## config.mk

```make
export PLATFORM = sky130hd
export DESIGN_NAME = adsorption_column_cycle_sequencer
export DESIGN_NICKNAME = d
export VERILOG_FILES = /design/src/sv/acsq_pkg.sv /design/src/sv/acsq_cfg.sv /design/src/sv/acsq_front.sv /design/src/sv/acsq_queue.sv /design/src/sv/acsq_back.sv /design/src/sv/adsorption_column_cycle_sequencer.sv
export VERILOG_INCLUDE_DIRS = /design/src /design/src/sv
export SDC_FILE = /design/constraint.sdc
export NUM_CORES = 1
export LEC_CHECK = 0
export ABC_AREA = 0
export BUFFER_PORTS_ARGS = -buffer_cell sky130_fd_sc_hd__buf_2
export CAP_MARGIN = 15
export CORE_ASPECT_RATIO = 1.2
export CORE_UTILIZATION = 30
export CTS_CLUSTER_DIAMETER = 60
export DETAILED_ROUTE_END_ITERATION = 8
export PLACE_DENSITY = 0.42
export SLEW_MARGIN = 20
export SYNTH_ARGS = -nofsm -noshare
export SYNTH_HDL_FRONTEND = slang
export SYNTH_SLANG_ARGS = --single-unit
```

## constraint.sdc

```tcl
create_clock -name clk -period 10.45 [get_ports clk]
set_clock_uncertainty 0.05 [all_clocks]
set_input_delay 0.5225 -clock clk [delete_from_list [all_inputs] [get_ports clk]]
set_output_delay 0.5225 -clock clk [all_outputs]
set_load 0.01 [all_outputs]
```

## src/sv/assert_macros.svh

```systemverilog
// Assertion macros shared by the column sequencer modules.
// Needs nothing else; taken in by `include where checks are written.
`ifndef ASSERT_MACROS_SVH
`define ASSERT_MACROS_SVH

// Same-cycle implication, held off while in reset.
`define ACSQ_ASSERT_IMP(name, clk_i, rst_ni, ante, cons) \
    name: assert property (@(posedge clk_i) disable iff (!rst_ni) (ante) |-> (cons)) \
        else $error("acsq check failed");

// Next-cycle implication, held off while in reset.
`define ACSQ_ASSERT_NXT(name, clk_i, rst_ni, ante, cons) \
    name: assert property (@(posedge clk_i) disable iff (!rst_ni) (ante) |=> (cons)) \
        else $error("acsq check failed");

`endif

```

## src/sv/acsq_pkg.sv

```systemverilog
// Types and constants for the adsorption column sequencer.
// No dependencies; imported by every module of the block.
package acsq_pkg;

    localparam int TIME_W  = 24;
    localparam int TEMP_W  = 13;
    localparam int PRES_W  = 14;
    localparam int CYC_W   = 16;
    localparam int IDX_W   = 2;
    localparam int PHASE_W = 3;
    localparam int CFG_IDX_W  = 3;
    localparam int CFG_DATA_W = 24;

    localparam int QUEUE_DEPTH = 2;

    // Register indexes on the configuration port
    localparam logic [CFG_IDX_W-1:0] REG_MIN_COOL_TIME = 3'd0;
    localparam logic [CFG_IDX_W-1:0] REG_MAX_COOL_TIME = 3'd1;
    localparam logic [CFG_IDX_W-1:0] REG_MIN_HEAT_TIME = 3'd2;
    localparam logic [CFG_IDX_W-1:0] REG_MAX_HEAT_TIME = 3'd3;
    localparam logic [CFG_IDX_W-1:0] REG_DESORB_TEMP   = 3'd4;
    localparam logic [CFG_IDX_W-1:0] REG_ABSORB_TEMP   = 3'd5;
    localparam logic [CFG_IDX_W-1:0] REG_VENT_PRESSURE = 3'd6;
    localparam logic [CFG_IDX_W-1:0] REG_FEED_PRESSURE = 3'd7;

    // Phase codes as seen on the result
    localparam logic [PHASE_W-1:0] CODE_INIT   = 3'd0;
    localparam logic [PHASE_W-1:0] CODE_ABSORB = 3'd1;
    localparam logic [PHASE_W-1:0] CODE_PUMP   = 3'd2;
    localparam logic [PHASE_W-1:0] CODE_SEAL   = 3'd3;
    localparam logic [PHASE_W-1:0] CODE_DESORB = 3'd4;
    localparam logic [PHASE_W-1:0] CODE_COOL   = 3'd5;

    typedef enum logic [5:0] {
        ST_INIT   = 6'b000001,
        ST_ABSORB = 6'b000010,
        ST_PUMP   = 6'b000100,
        ST_SEAL   = 6'b001000,
        ST_DESORB = 6'b010000,
        ST_COOL   = 6'b100000
    } phase_t;

    typedef struct packed {
        logic        [TIME_W-1:0] min_cool_time;
        logic        [TIME_W-1:0] max_cool_time;
        logic        [TIME_W-1:0] min_heat_time;
        logic        [TIME_W-1:0] max_heat_time;
        logic signed [TEMP_W-1:0] desorb_temp;
        logic signed [TEMP_W-1:0] absorb_temp;
        logic        [PRES_W-1:0] vent_pressure;
        logic        [PRES_W-1:0] feed_pressure;
    } cfg_t;

    // Classified request as it sits in the queue
    typedef struct packed {
        logic        [IDX_W-1:0]  column_index;
        logic                     in_range;
        logic signed [TEMP_W-1:0] temperature;
        logic        [PRES_W-1:0] pressure;
        logic                     cool_min_ok;
        logic                     cool_max_hit;
        logic                     heat_min_ok;
        logic                     heat_max_hit;
    } item_t;

    typedef struct packed {
        phase_t                   phase;
        logic signed [TEMP_W-1:0] temp;
        logic        [PRES_W-1:0] inlet;
        logic        [PRES_W-1:0] outlet;
        logic        [CYC_W-1:0]  cycles;
    } col_state_t;

    function automatic logic [PHASE_W-1:0] phase_code(input phase_t ph);
        logic [PHASE_W-1:0] code;
        case (ph)
            ST_ABSORB: code = CODE_ABSORB;
            ST_PUMP:   code = CODE_PUMP;
            ST_SEAL:   code = CODE_SEAL;
            ST_DESORB: code = CODE_DESORB;
            ST_COOL:   code = CODE_COOL;
            default:   code = CODE_INIT;
        endcase
        return code;
    endfunction

endpackage

```

## src/sv/acsq_cfg.sv

```systemverilog
// Configuration register file of the column sequencer.
// Depends on acsq_pkg.
module acsq_cfg
    import acsq_pkg::*;
(
    input  logic                  clk,
    input  logic                  rst_n,
    input  logic                  cfg_wr_en,
    input  logic [CFG_IDX_W-1:0]  cfg_index,
    input  logic [CFG_DATA_W-1:0] cfg_wr_data,
    output cfg_t                  cfg
);

    cfg_t cfg_reg;
    cfg_t cfg_next;

    always_comb
    begin
        cfg_next = cfg_reg;
        if (cfg_wr_en)
        begin
            case (cfg_index)
                REG_MIN_COOL_TIME: cfg_next.min_cool_time = cfg_wr_data[TIME_W-1:0];
                REG_MAX_COOL_TIME: cfg_next.max_cool_time = cfg_wr_data[TIME_W-1:0];
                REG_MIN_HEAT_TIME: cfg_next.min_heat_time = cfg_wr_data[TIME_W-1:0];
                REG_MAX_HEAT_TIME: cfg_next.max_heat_time = cfg_wr_data[TIME_W-1:0];
                REG_DESORB_TEMP:   cfg_next.desorb_temp   = $signed(cfg_wr_data[TEMP_W-1:0]);
                REG_ABSORB_TEMP:   cfg_next.absorb_temp   = $signed(cfg_wr_data[TEMP_W-1:0]);
                REG_VENT_PRESSURE: cfg_next.vent_pressure = cfg_wr_data[PRES_W-1:0];
                REG_FEED_PRESSURE: cfg_next.feed_pressure = cfg_wr_data[PRES_W-1:0];
                default:           cfg_next = cfg_reg;
            endcase
        end
    end

    always_ff @(posedge clk or negedge rst_n)
    begin
        if (!rst_n)
        begin
            cfg_reg.min_cool_time <= '0;
            cfg_reg.max_cool_time <= '1;
            cfg_reg.min_heat_time <= '0;
            cfg_reg.max_heat_time <= '1;
            cfg_reg.desorb_temp   <= '0;
            cfg_reg.absorb_temp   <= '0;
            cfg_reg.vent_pressure <= '0;
            cfg_reg.feed_pressure <= '0;
        end
        else
        begin
            cfg_reg <= cfg_next;
        end
    end

    assign cfg = cfg_reg;

endmodule

```

## src/sv/acsq_front.sv

```systemverilog
// Front end: takes a reading, range-checks the column and does the
// time compares against the registers. Depends on acsq_pkg.
module acsq_front
    import acsq_pkg::*;
#(
    parameter int NUM_COLUMNS = 4
)
(
    input  logic                     in_valid,
    input  logic        [IDX_W-1:0]  column_index,
    input  logic signed [TEMP_W-1:0] temperature,
    input  logic        [PRES_W-1:0] pressure,
    input  logic        [TIME_W-1:0] phase_time,
    input  cfg_t                     cfg,
    input  logic                     q_full,
    output logic                     in_stall,
    output logic                     q_push,
    output item_t                    q_item
);

    logic [31:0] idx_ext;

    assign idx_ext = {{(32-IDX_W){1'b0}}, column_index};

    always_comb
    begin
        q_item.column_index = column_index;
        q_item.in_range     = idx_ext < 32'(NUM_COLUMNS);
        q_item.temperature  = temperature;
        q_item.pressure     = pressure;
        q_item.cool_min_ok  = phase_time >= cfg.min_cool_time;
        q_item.cool_max_hit = phase_time >= cfg.max_cool_time;
        q_item.heat_min_ok  = phase_time >= cfg.min_heat_time;
        q_item.heat_max_hit = phase_time >= cfg.max_heat_time;
    end

    assign in_stall = q_full;
    assign q_push   = in_valid && !q_full;

endmodule

```

## src/sv/acsq_queue.sv

```systemverilog
// Short request queue between front and back end.
// Depends on acsq_pkg and assert_macros.svh.
`include "assert_macros.svh"
module acsq_queue
    import acsq_pkg::*;
(
    input  logic  clk,
    input  logic  rst_n,
    input  logic  push,
    input  item_t push_item,
    output logic  full,
    input  logic  pop,
    output item_t pop_item,
    output logic  empty
);

    localparam int PTR_W = (QUEUE_DEPTH > 1) ? $clog2(QUEUE_DEPTH) : 1;
    localparam int CNT_W = $clog2(QUEUE_DEPTH + 1);
    localparam logic [PTR_W-1:0] LAST_PTR = PTR_W'(QUEUE_DEPTH - 1);
    localparam logic [CNT_W-1:0] DEPTH_CNT = CNT_W'(QUEUE_DEPTH);

    item_t            slot_reg [QUEUE_DEPTH];
    logic [PTR_W-1:0] wr_ptr_reg, wr_ptr_next;
    logic [PTR_W-1:0] rd_ptr_reg, rd_ptr_next;
    logic [CNT_W-1:0] count_reg, count_next;

    assign full     = count_reg == DEPTH_CNT;
    assign empty    = count_reg == '0;
    assign pop_item = slot_reg[rd_ptr_reg];

    always_comb
    begin
        wr_ptr_next = wr_ptr_reg;
        rd_ptr_next = rd_ptr_reg;
        count_next  = count_reg;
        if (push)
        begin
            wr_ptr_next = (wr_ptr_reg == LAST_PTR) ? '0 : wr_ptr_reg + 1'b1;
        end
        if (pop)
        begin
            rd_ptr_next = (rd_ptr_reg == LAST_PTR) ? '0 : rd_ptr_reg + 1'b1;
        end
        if (push && !pop)
        begin
            count_next = count_reg + 1'b1;
        end
        else if (pop && !push)
        begin
            count_next = count_reg - 1'b1;
        end
    end

    always_ff @(posedge clk or negedge rst_n)
    begin
        if (!rst_n)
        begin
            wr_ptr_reg <= '0;
            rd_ptr_reg <= '0;
            count_reg  <= '0;
        end
        else
        begin
            wr_ptr_reg <= wr_ptr_next;
            rd_ptr_reg <= rd_ptr_next;
            count_reg  <= count_next;
        end
    end

    always_ff @(posedge clk)
    begin
        if (push)
        begin
            slot_reg[wr_ptr_reg] <= push_item;
        end
    end

    `ACSQ_ASSERT_IMP(a_q_no_overflow, clk, rst_n, full, !push)
    `ACSQ_ASSERT_IMP(a_q_ptrs_meet, clk, rst_n, empty || full, wr_ptr_reg == rd_ptr_reg)

endmodule

```

## src/sv/acsq_back.sv

```systemverilog
// Back end: per-column phase state, the step of one column and the
// result register. Depends on acsq_pkg and assert_macros.svh.
`include "assert_macros.svh"
module acsq_back
    import acsq_pkg::*;
#(
    parameter int NUM_COLUMNS    = 4,
    parameter int HEAT_MARGIN    = 20,
    parameter int AMBIENT_OUTLET = 1450
)
(
    input  logic                     clk,
    input  logic                     rst_n,
    input  cfg_t                     cfg,
    input  logic                     q_empty,
    input  item_t                    q_item,
    output logic                     q_pop,
    output logic                     out_valid,
    input  logic                     out_stall,
    output logic        [PHASE_W-1:0] phase,
    output logic signed [TEMP_W-1:0] temp_setpoint,
    output logic        [PRES_W-1:0] inlet_setpoint,
    output logic        [PRES_W-1:0] outlet_setpoint,
    output logic        [CYC_W-1:0]  cycle_count,
    output logic                     changed
);

    localparam int COL_W = (NUM_COLUMNS > 1) ? $clog2(NUM_COLUMNS) : 1;
    localparam logic signed [TEMP_W:0] MARGIN  = (TEMP_W + 1)'(HEAT_MARGIN);
    localparam logic        [PRES_W-1:0] AMBIENT = PRES_W'(AMBIENT_OUTLET);

    col_state_t col_reg [NUM_COLUMNS];

    logic [COL_W+IDX_W-1:0] col_wide;
    logic [COL_W-1:0]       col;
    col_state_t             cur;
    col_state_t             nxt;
    logic                   chg;
    logic signed [TEMP_W:0] temp_ext;
    logic signed [TEMP_W:0] tgt_ext;
    logic signed [TEMP_W:0] hot_lim;

    logic                     out_valid_reg;
    logic        [PHASE_W-1:0] phase_reg, phase_next;
    logic signed [TEMP_W-1:0] temp_reg, temp_next;
    logic        [PRES_W-1:0] inlet_reg, inlet_next;
    logic        [PRES_W-1:0] outlet_reg, outlet_next;
    logic        [CYC_W-1:0]  cycles_reg, cycles_next;
    logic                     changed_reg, changed_next;

    assign col_wide = {{COL_W{1'b0}}, q_item.column_index};
    assign col      = col_wide[COL_W-1:0];
    assign q_pop    = !q_empty && (!out_valid_reg || !out_stall);

    always_comb
    begin
        cur      = col_reg[col];
        nxt      = cur;
        chg      = 1'b0;
        temp_ext = {q_item.temperature[TEMP_W-1], q_item.temperature};
        tgt_ext  = {cur.temp[TEMP_W-1], cur.temp};
        hot_lim  = tgt_ext - MARGIN;
        case (cur.phase)
            ST_ABSORB:
            begin
                if ((temp_ext <= tgt_ext && q_item.cool_min_ok) || q_item.cool_max_hit)
                begin
                    nxt.phase  = ST_PUMP;
                    nxt.temp   = cfg.desorb_temp;
                    nxt.outlet = cfg.vent_pressure;
                    nxt.inlet  = '0;
                    chg        = 1'b1;
                end
            end
            ST_PUMP:
            begin
                if (q_item.pressure <= cur.outlet)
                begin
                    nxt.phase  = ST_SEAL;
                    nxt.temp   = cfg.desorb_temp;
                    nxt.outlet = cfg.vent_pressure;
                    nxt.inlet  = '0;
                    chg        = 1'b1;
                end
            end
            ST_SEAL:
            begin
                if (temp_ext >= hot_lim)
                begin
                    nxt.phase  = ST_DESORB;
                    nxt.temp   = cfg.desorb_temp;
                    nxt.outlet = cfg.vent_pressure;
                    nxt.inlet  = '0;
                    chg        = 1'b1;
                end
            end
            ST_DESORB:
            begin
                if ((temp_ext >= hot_lim && q_item.heat_min_ok) || q_item.heat_max_hit)
                begin
                    nxt.phase  = ST_COOL;
                    nxt.temp   = cfg.absorb_temp;
                    nxt.inlet  = cfg.feed_pressure;
                    nxt.outlet = AMBIENT;
                    chg        = 1'b1;
                end
            end
            ST_COOL:
            begin
                if ((temp_ext <= hot_lim && q_item.heat_min_ok) || q_item.heat_max_hit)
                begin
                    nxt.phase  = ST_ABSORB;
                    nxt.temp   = cfg.absorb_temp;
                    nxt.inlet  = cfg.feed_pressure;
                    nxt.outlet = AMBIENT;
                    nxt.cycles = cur.cycles + 1'b1;
                    chg        = 1'b1;
                end
            end
            default:
            begin
                // first entry to absorb: only the temperature target is loaded
                nxt.phase = ST_ABSORB;
                nxt.temp  = cfg.absorb_temp;
                chg       = 1'b1;
            end
        endcase
    end

    always_comb
    begin
        phase_next   = phase_reg;
        temp_next    = temp_reg;
        inlet_next   = inlet_reg;
        outlet_next  = outlet_reg;
        cycles_next  = cycles_reg;
        changed_next = changed_reg;
        if (q_pop)
        begin
            if (q_item.in_range)
            begin
                phase_next   = phase_code(nxt.phase);
                temp_next    = nxt.temp;
                inlet_next   = nxt.inlet;
                outlet_next  = nxt.outlet;
                cycles_next  = nxt.cycles;
                changed_next = chg;
            end
            else
            begin
                phase_next   = CODE_INIT;
                temp_next    = '0;
                inlet_next   = '0;
                outlet_next  = '0;
                cycles_next  = '0;
                changed_next = 1'b0;
            end
        end
    end

    always_ff @(posedge clk or negedge rst_n)
    begin
        if (!rst_n)
        begin
            for (int i = 0; i < NUM_COLUMNS; i++)
            begin
                col_reg[i].phase  <= ST_INIT;
                col_reg[i].temp   <= '0;
                col_reg[i].inlet  <= '0;
                col_reg[i].outlet <= '0;
                col_reg[i].cycles <= '0;
            end
            out_valid_reg <= 1'b0;
        end
        else
        begin
            if (q_pop && q_item.in_range)
            begin
                col_reg[col] <= nxt;
            end
            if (q_pop)
            begin
                out_valid_reg <= 1'b1;
            end
            else if (!out_stall)
            begin
                out_valid_reg <= 1'b0;
            end
        end
    end

    always_ff @(posedge clk)
    begin
        phase_reg   <= phase_next;
        temp_reg    <= temp_next;
        inlet_reg   <= inlet_next;
        outlet_reg  <= outlet_next;
        cycles_reg  <= cycles_next;
        changed_reg <= changed_next;
    end

    assign out_valid       = out_valid_reg;
    assign phase           = phase_reg;
    assign temp_setpoint   = temp_reg;
    assign inlet_setpoint  = inlet_reg;
    assign outlet_setpoint = outlet_reg;
    assign cycle_count     = cycles_reg;
    assign changed         = changed_reg;

    `ACSQ_ASSERT_IMP(a_no_pop_when_empty, clk, rst_n, q_empty, !q_pop)
    `ACSQ_ASSERT_IMP(a_no_pop_over_held, clk, rst_n, out_valid_reg && out_stall, !q_pop)
    `ACSQ_ASSERT_IMP(a_change_leaves_init, clk, rst_n, out_valid_reg && changed_reg,
                     phase_reg != CODE_INIT)

endmodule

```

## src/sv/adsorption_column_cycle_sequencer.sv

```systemverilog
// Top level of the adsorption column cycle sequencer.
// Depends on acsq_pkg, acsq_cfg, acsq_front, acsq_queue and acsq_back.
//
// Each reading names a column and carries its temperature, pressure and
// time in phase; the column is stepped at most one phase along absorb,
// pump-down, seal, desorb and cool, and one result with the new phase,
// setpoints, cycle count and changed flag comes back per reading, in order.
// The block takes one reading per clock while in_stall is low; a result is
// registered and appears on the cycle after the back end pops the reading
// from the queue. That rate is set by the back end's read-modify-write of
// the column state on each pop. A two-entry queue sits between the front
// end and the back end, so up to two readings are still taken in while the
// result side is stalled. Column indexes at or above NUM_COLUMNS give an
// all-zero result and change nothing. The user is to write the registers
// only while the block is idle; the block itself does not enforce this.
module adsorption_column_cycle_sequencer
    import acsq_pkg::*;
#(
    parameter int NUM_COLUMNS    = 4,
    parameter int HEAT_MARGIN    = 20,
    parameter int AMBIENT_OUTLET = 1450
)
(
    input  logic                      clk,
    input  logic                      rst_n,
    input  logic                      cfg_wr_en,
    input  logic        [CFG_IDX_W-1:0]  cfg_index,
    input  logic        [CFG_DATA_W-1:0] cfg_wr_data,
    input  logic                      in_valid,
    output logic                      in_stall,
    input  logic        [IDX_W-1:0]   column_index,
    input  logic signed [TEMP_W-1:0]  temperature,
    input  logic        [PRES_W-1:0]  pressure,
    input  logic        [TIME_W-1:0]  phase_time,
    output logic                      out_valid,
    input  logic                      out_stall,
    output logic        [PHASE_W-1:0] phase,
    output logic signed [TEMP_W-1:0]  temp_setpoint,
    output logic        [PRES_W-1:0]  inlet_setpoint,
    output logic        [PRES_W-1:0]  outlet_setpoint,
    output logic        [CYC_W-1:0]   cycle_count,
    output logic                      changed
);

    cfg_t  cfg;
    item_t push_item;
    item_t pop_item;
    logic  q_push;
    logic  q_full;
    logic  q_pop;
    logic  q_empty;

    acsq_cfg u_cfg (
        .clk         (clk),
        .rst_n       (rst_n),
        .cfg_wr_en   (cfg_wr_en),
        .cfg_index   (cfg_index),
        .cfg_wr_data (cfg_wr_data),
        .cfg         (cfg)
    );

    acsq_front #(
        .NUM_COLUMNS (NUM_COLUMNS)
    ) u_front (
        .in_valid     (in_valid),
        .column_index (column_index),
        .temperature  (temperature),
        .pressure     (pressure),
        .phase_time   (phase_time),
        .cfg          (cfg),
        .q_full       (q_full),
        .in_stall     (in_stall),
        .q_push       (q_push),
        .q_item       (push_item)
    );

    acsq_queue u_queue (
        .clk       (clk),
        .rst_n     (rst_n),
        .push      (q_push),
        .push_item (push_item),
        .full      (q_full),
        .pop       (q_pop),
        .pop_item  (pop_item),
        .empty     (q_empty)
    );

    acsq_back #(
        .NUM_COLUMNS    (NUM_COLUMNS),
        .HEAT_MARGIN    (HEAT_MARGIN),
        .AMBIENT_OUTLET (AMBIENT_OUTLET)
    ) u_back (
        .clk             (clk),
        .rst_n           (rst_n),
        .cfg             (cfg),
        .q_empty         (q_empty),
        .q_item          (pop_item),
        .q_pop           (q_pop),
        .out_valid       (out_valid),
        .out_stall       (out_stall),
        .phase           (phase),
        .temp_setpoint   (temp_setpoint),
        .inlet_setpoint  (inlet_setpoint),
        .outlet_setpoint (outlet_setpoint),
        .cycle_count     (cycle_count),
        .changed         (changed)
    );

endmodule

```

; Yosys cells after proc, flatten, opt, wreduce, memory -nomap -nowiden
; Memories as Yosys holds them, arrays and structs flattened.
; Cells that the tools add are included.
[totals]
reg_bits = 468
ramBits = 68
out_inout_bits = 63
memories = 1
[classes]
n_addsub = 6
magnitude_cmp = 11
eq_ne = 19
muxes = 29
n_bitwise = 1
reduce_logical = 30
[memory_table]
columns = name, words, width, rd, rd_ports_with_merged_regs, wr, line
row1 = u_queue.slot_reg, 2, 34, 1, 0, 1, acsq_queue.sv:22  ; item_t slot_reg [QUEUE_DEPTH];
[ops]
columns = op, count
row1 = bitwise mux 252 bit, 1
row2 = 2-to-1 mux 63 bit, 4
row3 = 2-to-1 mux 47 bit, 4
row4 = case mux 28 bit (5 select lines), 1
row5 = binary-select mux 63 bit (select 2 bit), 1
row6 = demux 63 bit (select 2 bit), 1
row7 = greater-or-equal comparator 24 bit, 4
row8 = case mux 19 bit (5 select lines), 1
row9 = "adder 16 x 1 -> 16 bit, second input constant", 1
row10 = 2-to-1 mux 16 bit, 1
row11 = AND reduction 2 bit, 8
row12 = case mux 3 bit (5 select lines), 1
row13 = greater-or-equal comparator 13 x 14 -> 1 bit, 1
row14 = less-or-equal comparator 13 x 14 -> 1 bit, 1
row15 = less-or-equal comparator 14 bit, 1
row16 = "subtractor 13 x 6 -> 14 bit, second input constant", 1
row17 = less-or-equal comparator 13 bit, 1
row18 = "equality test 3 bit, second input constant", 4
row19 = "equality test 6 x 2 -> 1 bit, second input constant", 2
row20 = "equality test 6 x 3 -> 1 bit, second input constant", 2
row21 = "equality test 6 x 4 -> 1 bit, second input constant", 2
row22 = "equality test 6 x 5 -> 1 bit, second input constant", 2
row23 = "equality test 6 bit, second input constant", 2
row24 = 2-to-1 mux 1 bit, 11
row25 = other kinds (19), 38

; Longest topological paths before layout
; An unclocked memory read counts as a cell.
[depth]
depth_word = 13
mapped_depth = 24

; Modules after synthesis
; A second synthesis with hierarchy kept.
[hier_totals]
hier_cells = 2098
hier_area_um2 = 26255.2
[modules_own_cells]
columns = module, n_inst, cells_per_inst, area_per_inst_um2
row1 = acsq_back, 1, 1291, 14995.6
row2 = acsq_cfg, 1, 324, 5891.9
row3 = acsq_queue, 1, 122, 2791.4
row4 = acsq_front, 1, 361, 2576.2

; Worst setup path after synthesis
; Ideal clock, no wire load.
[synth_timing]
path_type = reg2reg
from = register u_queue.rd_ptr_reg
to = register u_back.outlet_reg[10] (netlist: u_back.outlet_setpoint[10]) (data pin)
t_arrival_ns = 5.580
required_ns = 10.135
path_slack_ns = 4.555
path_stages_with_launch = 24
synth_period_minus_slack_ns = 5.895
cell_sequence = dfrtp_1 buf_6 mux2_2 clkbuf_1 clkbuf_1 buf_1 clkbuf_1 mux4_2 nor3_1 nand3_1 xnor2_1 ha_1 nand4_1 nor4_1 a211oi_1 a21oi_1 nor2b_1 o21a_1 a211o_1 buf_4 nor2_4 buf_4 mux2i_1 nand2b_1
[synth_lines]
columns = item, line
row1 = from (decl), acsq_queue.sv:24  ; logic [PTR_W-1:0] rd_ptr_reg, rd_ptr_next;
row2 = from (signal assigned), acsq_queue.sv:65  ; rd_ptr_reg <= rd_ptr_next;
row3 = to (signal assigned), acsq_back.sv:197  ; outlet_reg <= outlet_next;
row4 = to (decl), acsq_back.sv:47  ; logic [PRES_W-1:0] outlet_reg, outlet_next;

==> impl_metrics.yaml <==
power:
  sequentialPowerShare_pct: 33.5
  power_density_nw_per_um2: 307.6
  combinational_group_share_of_total_power_pct: 40.2
  power.switching_fraction_pct: 38.95
  power_leakage_nw: 13.01
  p_clk_share_pct: 26.2
  irDropWorstVdd_mv: 0.2121
  intPower_mw: 5.579
  total_switching_power_mw: 3.560
worst_setup_path:
  timing.critical_path.to_type: "flop"
  setup.worst_path.start_class: "flop"
  critical_path.max_fanout: 45
  worst_ep_required_time_ns: 10.75
  worstSetupPathType: "flop to flop"
  timing.critical_path.arrival_ns: 7.66
die:
  design.portCount: 148
  die_area_sq_um: 85570
  die_width_um: 267.2
  start_util_pct: 30.34
  placement_rows: 116
  core_area_sq_um: 83460
  die_y_um: 320.2
clocking:
  worst_setup_hold_path_clk_slew_ns: 0.06
  clock_sinks: 534
  tritoncts: "yes"
  post-cts-setup-buffers: 0
  cts_inserted_buffers: 69
  ctsRootBufferMaster: "clkbuf_16"
  cts-root-to-sink-buffers: 3
  post_cts.resized_instances: 0
  holdBufCountCts: 1
  cts_htree_levels: 3
  clk_latency_ns: 0.61
timing:
  fin_ws_ns: 3.090
  max_slew_margin_pct: 23.18
  tns_ns: 0
  timing.fmax_mhz: 135.9
  hold_viol: 0
  worstMarginPinSlew_ns: 1.146
  timing.final.crit_period_ns: 7.360
  rsz0062_at_grt: "no"
  setup_viol: 0
  period_share_pct: 70.43
  drv_slew: 0
synthesis:
  post_synth_most_frequent_cells: "dfrtp_1, o21ai_0, nand2_1"
  mappedNetlistArea_sq_um: 25320
  synth.yosys.warnings: 0
  number_of_enable_flip_flop_cells_after_synthesis: 127
  distinct_cell_type_count_after_synthesis: 62
  synthTopCellsByArea: "dfrtp_1, edfxtp_1, mux2_2"
  synthFlopType: "dfrtp_1"
  async_reset_ff_share_pct: 76.22
  synth_top_cell_by_area: "dfrtp_1"
  netlist_instances: 2109
  synth_most_common_cell: "dfrtp_1"
  yosysTopAreaCellShare_pct: 35.09
  yosysSeqAreaShare_pct: 55.54
  number_of_synthesized_register_bits: 534
  syn-num-nets: 2331
  postSynthAreaPerCell_sq_um: 12.01
placement:
  placement.io_buffers: 147
  place.detailed.hpwl_um: 46720
  final_gp_congestion: 0.8278
  dp_slack_ns: 3.022
min_path:
  holdCritPathClass: "input pin to flop"
finish:
  num-nets-final: 2484
  largest_register_ff_count: 252
  area_growth_pct: 17.35
  layout_cell_share_with_drive_strength_beyond_1_pct: 26.30
global_routing:
  antenna_found_initial: 7
  grt.total_usage_pct: 16.90
  grt_overflow_total: 0
  grt_pass1_vias: 17490
  pin_count_of_the_biggest_net_entering_global_routing: 173
  grt_first_pass_wirelength_um: 108700
run:
  drv_cap: 0
drt:
  drcViolationCount: 0
  route.detailed.wl_per_inst_um: 20.47
  drt-total-wl_um: 70440
  postRouteAntennaNets: 0
  initialDrtViolationCount: 887
  route.detailed.vias_per_inst: 4.819
  via_count: 16590
  detailedRoute.firstPassIterationCount: 5
run_status:
  outcome: "finished clean"
[worst max-delay path, stage by stage (launching register included)]
cell and delay [ns]:
dfrtp_2 0.36, buf_4 0.50, mux2_4 0.63, mux4_2 0.45, o21ai_0 0.38, nand3_1 0.18
nor3_1 0.39, nand3_1 0.17, xnor2_1 0.16, ha_1 0.32, nand4_1 0.13, nor4_1 0.42
a211oi_1 0.12, a21oi_1 0.39, nor2b_1 0.12, o21a_1 0.21, a211o_1 0.40, nor2_4 0.71
buf_4 0.40, mux2i_1 0.45, nand2b_1 0.10
[cell usage in the layout, fill, tap and decap left out, types with 15 or more instances in the layout]
cell / count
ha_1: 137
dfrtp_1: 354
mux2_2: 167
buf_4: 24
xor2_1: 15
inv_1: 159
nor2b_1: 34
a22o_1: 26
nand2_1: 210
nand4_1: 22
nor2_1: 101
a21o_1: 30
dfstp_2: 52
clkbuf_16: 70
edfxtp_1: 127
o21ai_0: 217
a21oi_1: 101
xnor2_1: 17
nand2b_1: 20
buf_2: 146
mux4_2: 62
[layer usage]
layer | share of wire [%] | up-vias | track usage [%]
li1 | - | 7812 | -
met1 | 44 | 8303 | 21.78
met2 | 49 | 355 | 28.35
met3 | 4.2 | 110 | 3.033
met4 | 2.6 | 8 | 5.824
met5 | 0.075 | - | 0
[cell type report]
cell class / count / area [sq um]
Inverter: 160 / 601.8
Tap cell: 1121 / 1403
Sequential cell: 534 / 14060
Antenna cell: 2 / 5.005
Clock inverter: 34 / 365.4
Timing Repair Buffer: 175 / 987.2
Fill cell: 8190 / 53740
Multi-Input combinational cell: 1322 / 10340
Clock buffer: 94 / 1942
[cell families (layout without fill, tap and decap cells)]
family	Yosys count	in the layout	synth area share, %
multiplexers	245	245	13.60
flip-flops	534	534	55.54
XOR/XNOR	32	32	1.107
buffers and inverters	253	463	3.929
other	0	2	0
AND/OR/NAND/NOR	464	464	8.515
adder cells (fa/ha/maj)	137	137	6.770
AO/OA/AOI/OAI	444	444	10.54
[final timing paths]
path	from	endpoint	slack (ns)	cells past startpoint
max	u_queue.rd_ptr_reg	u_back.outlet_setpoint[1]	3.09	20
min	temperature[12]	u_queue.slot_reg[1][30]	0.05	1
max reg2reg	u_queue.rd_ptr_reg	u_back.outlet_setpoint[1]	3.09	20
min reg2reg	u_back.col_reg[128]	u_back.col_reg[128]	0.43	2
max in group asynchronous	rst_n	u_back.col_reg[114]	7.73	4
min in group asynchronous	rst_n	u_back.out_valid	0.45	2
[power by group through the flow]
stage | Sequential (mW) | Combinational, mW | Clock, mW
final | 3.07 | 3.68 | 2.40
after floorplan | 3.06 | 2.51 | 0
after detailed placement | 3.10 | 3.74 | 0
after CTS | 3.07 | 3.76 | 2.48
after global routing | 3.13 | 4.09 | 2.57
after global placement | 3.09 | 3.68 | 0
[through the flow]
stage	cell area, sq um	utilization (%)	instances	hold slack, ns	power, mW
after floorplan	25320	-	2109	0.1769	5.572
after global routing	29710	35.60	3440	0.02728	9.788
final	29710	35.60	3442	0.05348	9.140
after CTS	29680	35.57	3439	0.01133	9.310
after detailed placement	27370	32.79	3310	0.4156	6.846
after global placement	27370	32.79	3310	0.4055	6.768
Note: power is estimated with default switching activity, not from simulation.
